==> src/rtl/bfa_mod.sv <==
// Bit-serial remainder unit: one dividend bit per cycle.
module bfa_mod #(
   parameter int DW = 14,
   parameter int VW = 15
) (
   input  logic          clock,
   input  logic          reset,
   input  logic          start,
   input  logic [DW-1:0] dividend,
   input  logic [VW-1:0] divisor,
   output logic          done,
   output logic [VW-1:0] remainder
);

   localparam int SW = $clog2(DW + 1);

   logic [DW-1:0] dvd_ff, dvd_in;
   logic [VW-1:0] rem_ff, rem_in;
   logic [SW-1:0] step_ff, step_in;
   logic          busy_ff, busy_in;
   logic          done_ff, done_in;
   logic [VW:0]   trial;

   // Restoring step: shift in one bit, subtract the divisor when it fits.
   always_comb begin
      trial   = {rem_ff, dvd_ff[DW-1]};
      dvd_in  = dvd_ff;
      rem_in  = rem_ff;
      step_in = step_ff;
      busy_in = busy_ff;
      done_in = 1'b0;
      if (start) begin
         dvd_in  = dividend;
         rem_in  = '0;
         step_in = SW'(DW);
         busy_in = 1'b1;
      end else if (busy_ff) begin
         if (trial >= {1'b0, divisor}) begin
            rem_in = VW'(trial - {1'b0, divisor});
         end else begin
            rem_in = VW'(trial);
         end
         dvd_in  = dvd_ff << 1;
         step_in = step_ff - SW'(1);
         if (step_ff == SW'(1)) begin
            busy_in = 1'b0;
            done_in = 1'b1;
         end
      end
   end

   always_ff @(posedge clock) begin
      if (reset) begin
         busy_ff <= 1'b0;
         done_ff <= 1'b0;
      end else begin
         busy_ff <= busy_in;
         done_ff <= done_in;
      end
      dvd_ff  <= dvd_in;
      rem_ff  <= rem_in;
      step_ff <= step_in;
   end

   assign done      = done_ff;
   assign remainder = rem_ff;

endmodule

==> config.mk <==
export PLATFORM = sky130hd
export DESIGN_NAME = bfa_mod
export DESIGN_NICKNAME = d
export VERILOG_FILES = /design/src/rtl/bfa_mod.sv
export SDC_FILE = /design/constraint.sdc
export NUM_CORES = 1
export LEC_CHECK = 0
export ABC_AREA = 1
export BUFFER_PORTS_ARGS = -buffer_cell sky130_fd_sc_hd__buf_4
export CORE_MARGIN = 2
export CORE_UTILIZATION = 60
export DETAILED_ROUTE_END_ITERATION = 7
export PLACE_DENSITY = 0.85
export SYNTH_ARGS = -nofsm -noshare
export SYNTH_HDL_FRONTEND = slang
export SYNTH_SLANG_ARGS = --single-unit
==> constraint.sdc <==
create_clock -name clock -period 4.15 [get_ports clock]
set_clock_uncertainty 0.2 [all_clocks]
set_input_delay 0.2075 -clock clock [delete_from_list [all_inputs] [get_ports clock]]
set_output_delay 0.2075 -clock clock [all_outputs]
set_load 0.005 [all_outputs]
# Yosys cells after proc, flatten, opt, wreduce, memory -nomap -nowiden
# Cells that the tools add are included.
[word_totals] register_bits=35 elab_cells=19 out_inout_bits=16 inputBits=32
[classes] addsub=2 n_mux=7 reduce_logical=2 n_eq_ne=1 order_cmp=1 bitwise=1
[op_table] op="2-to-1 mux 14 bit" n=2
[op_table] op="greater-or-equal comparator 16 x 15 -> 1 bit" n=1
[op_table] op="2-to-1 mux 15 bit" n=1
[op_table] op="subtractor 15 bit" n=1
[op_table] op="== test 4 x 1 -> 1 bit, second input constant" n=1
[op_table] op="2-to-1 mux 1 bit" n=4
[op_table] op="subtractor 4 x 1 -> 4 bit, second input constant" n=1
[op_table] op="OR reduction 3 bit" n=1
[op_table] op="nonzero test 2 bit" n=1
[op_table] op="inverter 1 bit" n=1

# Longest topological paths before layout
[depth] ltp_word=4 mapped_depth=15 ltp_nobuf=14

# Worst setup path after synthesis
# OpenSTA, ideal clock, no wires.
[synth_timing] path_kind="reg2reg" from="reg dvd_ff[13]" to="reg rem_ff[8] (netlist: remainder[8])" path_stages_with_launch=15 setup_ns=0.139 synth_period_minus_slack_ns=2.166 path_buffers=1 path_slack_ns=1.984 t_arrival_ns=1.826 t_required_ns=3.811 cell_sequence="edfxtp_1 inv_1 ha_1 fa_1 inv_1 nand2_1 nand2_1 nand3_1 nand2_1 nand2_4 nand3_4 buf_6 nand2_1 nand3_1 o21ai_0"
[synth_between] elab_chain_len=2 elab_cells_between_ends=3 cone_classes="add/sub (1); order compare (1); mux (1)"
[synth_lines] item="start, declared" line_no="17" rtl="logic [DW-1:0] dvd_ff, dvd_in;"
[synth_lines] item="start signal, assigned" line_no="60" rtl="dvd_ff <= dvd_in;"
[synth_lines] item="subtractor 15 bit / greater-or-equal comparator 16 x 15 -> 1 bit (equally long branches)" line_no="39, 38"
[synth_lines] item="2-to-1 mux 15 bit *" line_no="38" rtl="if (trial >= {1'b0, divisor}) begin"
[synth_lines] item="end signal, assigned" line_no="61" rtl="rem_ff <= rem_in;"
[synth_lines] item="end, declared" line_no="18" rtl="logic [VW-1:0] rem_ff, rem_in;"
# Mark *: on every way between the ends. The rest lies on a longest branch, timed or not.
# A chain may end at the register's enable or synchronous reset.

# Worst setup path after layout
[layout_timing] from="reg dvd_ff[13]" to="reg rem_ff[4] (netlist: remainder[4])"
# The elaborated chain is that of the path after synthesis.

==> impl_results.md <==
* Setup WS pre-CTS at 1.688 ns
* Power share of the clock group at 0.307
* Initial antenna violation count at 0
* Post-synthesis simple-gate area fraction at 0.4077
* Sequential power share at 0.513
* Hold WC Path Type: input pin to flop
* Fill cells at 338
* Setup Fix Bufs, Post-CTS at 0
* P per Cell Area at 243.1 mW/mm2
* Seq/Total Area, Yosys at 0.3231
* Switching Fraction at 0.2687
* Die W at 69.86 um
* Die ar. at 0.004880 mm2
* Min-Delay Startpoint: dividend[5]
* Crit Path Category: flop to flop
* Area Growth Syn to Fin at 19.57%
* H-tree depth at 2
* Num CTS Buffers at 5
* Area after DPL at 0.002980 mm2
* Status: finished with violations
* Max IR drop VDD at 0.0002191 V
* Maximum clock rate at 0.4001 GHz
* Endpoint type of the worst setup path: flop
* Vias in the first global route at 2441
* Worst R2R Start: dvd_ff[13]
* P_leak at 1.696 nW
* Largest family of logic cells by synthesized area: simple AND/OR/NAND/NOR gates
* Yosys warnings at 0
* Synthesized Nets at 434
* Cell area after layout at 0.003112 mm2
* Chip Height at 69.86 um
* Rows at 23
* Hold slack at -0.007943 ns
* DRC viols at 0
* GR Util met2 at 0.4698
* Core area at 0.004086 mm2
* CTS sink cnt at 35
* Routed WL at 6519 um
* Largest net degree at the start of global routing at 22
* Max-cap violations at 0
* Clock Path Buffers at 2
* Worst slew margin relative to its limit at 0.4663
* Post-Synth XOR/XNOR Area at 0.02019
* Compound-Gate Fraction of Synth Area at 0.05000
* Post-Synthesis Cells at 384
* Drt first pass iters at 5
* Sw Pwr at 0.2032 mW
* Max Slew Vio Count at 0
* Commonest cells after routing, fill and taps aside: nand2_1, inv_1, buf_4
* Final WS setup at 1.651 ns
* Final cycle utilization of the critical path at 0.6022
* Worst Hold End: dvd_ff[5]
* Count of boundary I/O pins at 48
* Cell Area, Synth at 0.002602 mm2
* Final setup violating endpoints at 0
* Met3 GRT Util at 0.04185
* Distinct cells, synth at 32
* Flops & latches, synth at 35
* Synth Area per Inst at 6.777 um2
* Gate power share at 0.180
* Antenna cells at 0
* Area contributors post-synth: nand2_1, dfxtp_1, edfxtp_1
* FF-to-FF End: remainder[4]
* CP arrival at 2.44 ns
* Dpl hpwl at 4981 um
* Routed vias at 2620
* Reg2reg setup slack at 1.65 ns
* Synth area leader: nand2_1
* FF-to-FF path depth at 13
* Port-buffer cells at 47
* Post-synthesis mux area share at 0
* Int Pwr at 0.5532 mW
* Vias per inst at 5.369
* WHS Path Cells at 3
* Failing checks: hold timing
* GRT Resource Usage Total at 0.2713
* Clock-pin slew on the worst setup and hold paths at 0.07 ns
* Initial Utilization at 0.6369
* Avg WL per Cell at 13.36 um
* Gr busiest metal: met2
* CTS tree: done
* Required @ worst endpoint at 4.09 ns
* Most common cell after layout, fill and taps aside: nand2_1
* Grt ovf at 0
* # nets final at 487
* Post-route ant nets at 0
* Critical path fanouts, max at 21
* RSZ-0062 raised after global routing: no
* Starting DRT DRC Count at 257
* M1 GR Usage at 0.3553
* First-pass GRT wire length at 10790 um
* Final hold viol count at 1
* Layout cell share with drive strength beyond 1 at 0.1621
* Final GP Congestion at 0.9234
* Min Tclk post-route at 2.499 ns
* Worst skew pair latency at 0.28 ns
* Adder-Cell Fraction of Synth Area at 0.08942
* Worst setup SP type: flop
* Synth top area share at 0.1976
* Clock root buffer: clkbuf_8
* Tightest Pin Transition at 0.7976 ns
* Setup TNS at 0 ns
-- critical path: stages (launching register included) --
cell and delay, ns:
edfxtp_1 0.34, inv_1 0.07, ha_1 0.22, fa_1 0.42, inv_1 0.11, nand2_1 0.06, nand2_1 0.10, nand3_1 0.08
nand2_1 0.14, nand2_4 0.12, nand3_4 0.24, nand2_1 0.10, nand3_1 0.09, o21ai_0 0.08
-- routing by layer --
layer | up-vias | part of all wire | routed length, um
met5 | - | 0 | 0
met4 | 0 | 0.017 | 114
met3 | 13 | 0.076 | 495
met2 | 115 | 0.49 | 3164
met1 | 1171 | 0.42 | 2745
li1 | 1321 | - | -
-- what timing repair did --
action | 4_1_cts | 5_1_grt
hold buffers | 5 | 0
resized for setup | 0 | 0
endpoints found under the hold margin | 6 | 0
-- worst max path at each step --
| stage | cells past startpoint | end | from | slack (ns) |
|---|---|---|---|---|
| global route | 13 | remainder[6] | dvd_ff[13] | 1.50 |
| global placement | 13 | remainder[11] | dvd_ff[13] | 1.85 |
| finish | 13 | remainder[4] | dvd_ff[13] | 1.65 |
| floorplan | 14 | remainder[8] | dvd_ff[13] | 1.98 |
| detailed placement | 13 | remainder[4] | dvd_ff[13] | 1.69 |
| CTS | 13 | remainder[4] | dvd_ff[13] | 1.67 |
-- state kept, by name, summed over array words and instances, names as in the netlist --
name,count
busy_ff,1
done,1
dvd_ff,14
remainder,15
step_ff,4
-- per-stage QoR --
step	hold slack, ns	util	cells	total power [mW]
floorplan	0.07657	-	384	0.4755
global placement	0.1779	0.7293	475	0.5195
detailed placement	0.1833	0.7293	475	0.5245
CTS	0.001666	0.7615	488	0.7549
global route	0.006272	0.7615	488	0.7867
finish	-0.007943	0.7615	488	0.7564
-- power by group through the flow --
| stage | logic [mW] | registers (mW) | clock network (mW) |
|---|---|---|---|
| 2_1_floorplan | 0.0829 | 0.393 | 0 |
| 3_3_place_gp | 0.126 | 0.394 | 0 |
| 3_5_place_dp | 0.129 | 0.395 | 0 |
| 4_1_cts | 0.134 | 0.388 | 0.233 |
| 5_1_grt | 0.150 | 0.390 | 0.247 |
| 6_report | 0.136 | 0.388 | 0.232 |
-- cell type report --
| class | count | area, um2 | share of cell area |
|---|---|---|---|
| well taps | 50 | 62.56 | 0.02010 |
| multi-input cells | 277 | 1476 | 0.4745 |
| repair buffers | 52 | 402.9 | 0.1295 |
| flip-flops and latches | 35 | 840.8 | 0.2702 |
| clock inverters | 1 | 5.005 | 0.001608 |
| inverters | 66 | 247.7 | 0.07961 |
| clock buffers | 7 | 76.32 | 0.02453 |
-- cell usage after synthesis (all sizes together) --
master and number:
edfxtp 14, nand4 16, nand2 142, nor4 1, fa 1, a22oi 1, o21bai 1, a21oi 8
nor3 1, a31oi 1, a21o 1, dfxtp 21, xnor2 3, nor2 32, buf 3, xor2 3
clkbuf 3, nand3 39, o21ai 10, ha 17, inv 66
-- cell families after synthesis --
| family | after synthesis |
|---|---|
| and+or+nand+nor | 231 |
| xor gates and xnor gates | 6 |
| DFF | 35 |
| adders and majority gates | 18 |
| AOI/OAI and AO/OA | 22 |
| buffers and inverters | 72 |
No activity file was read; power rests on OpenSTA's default activity.
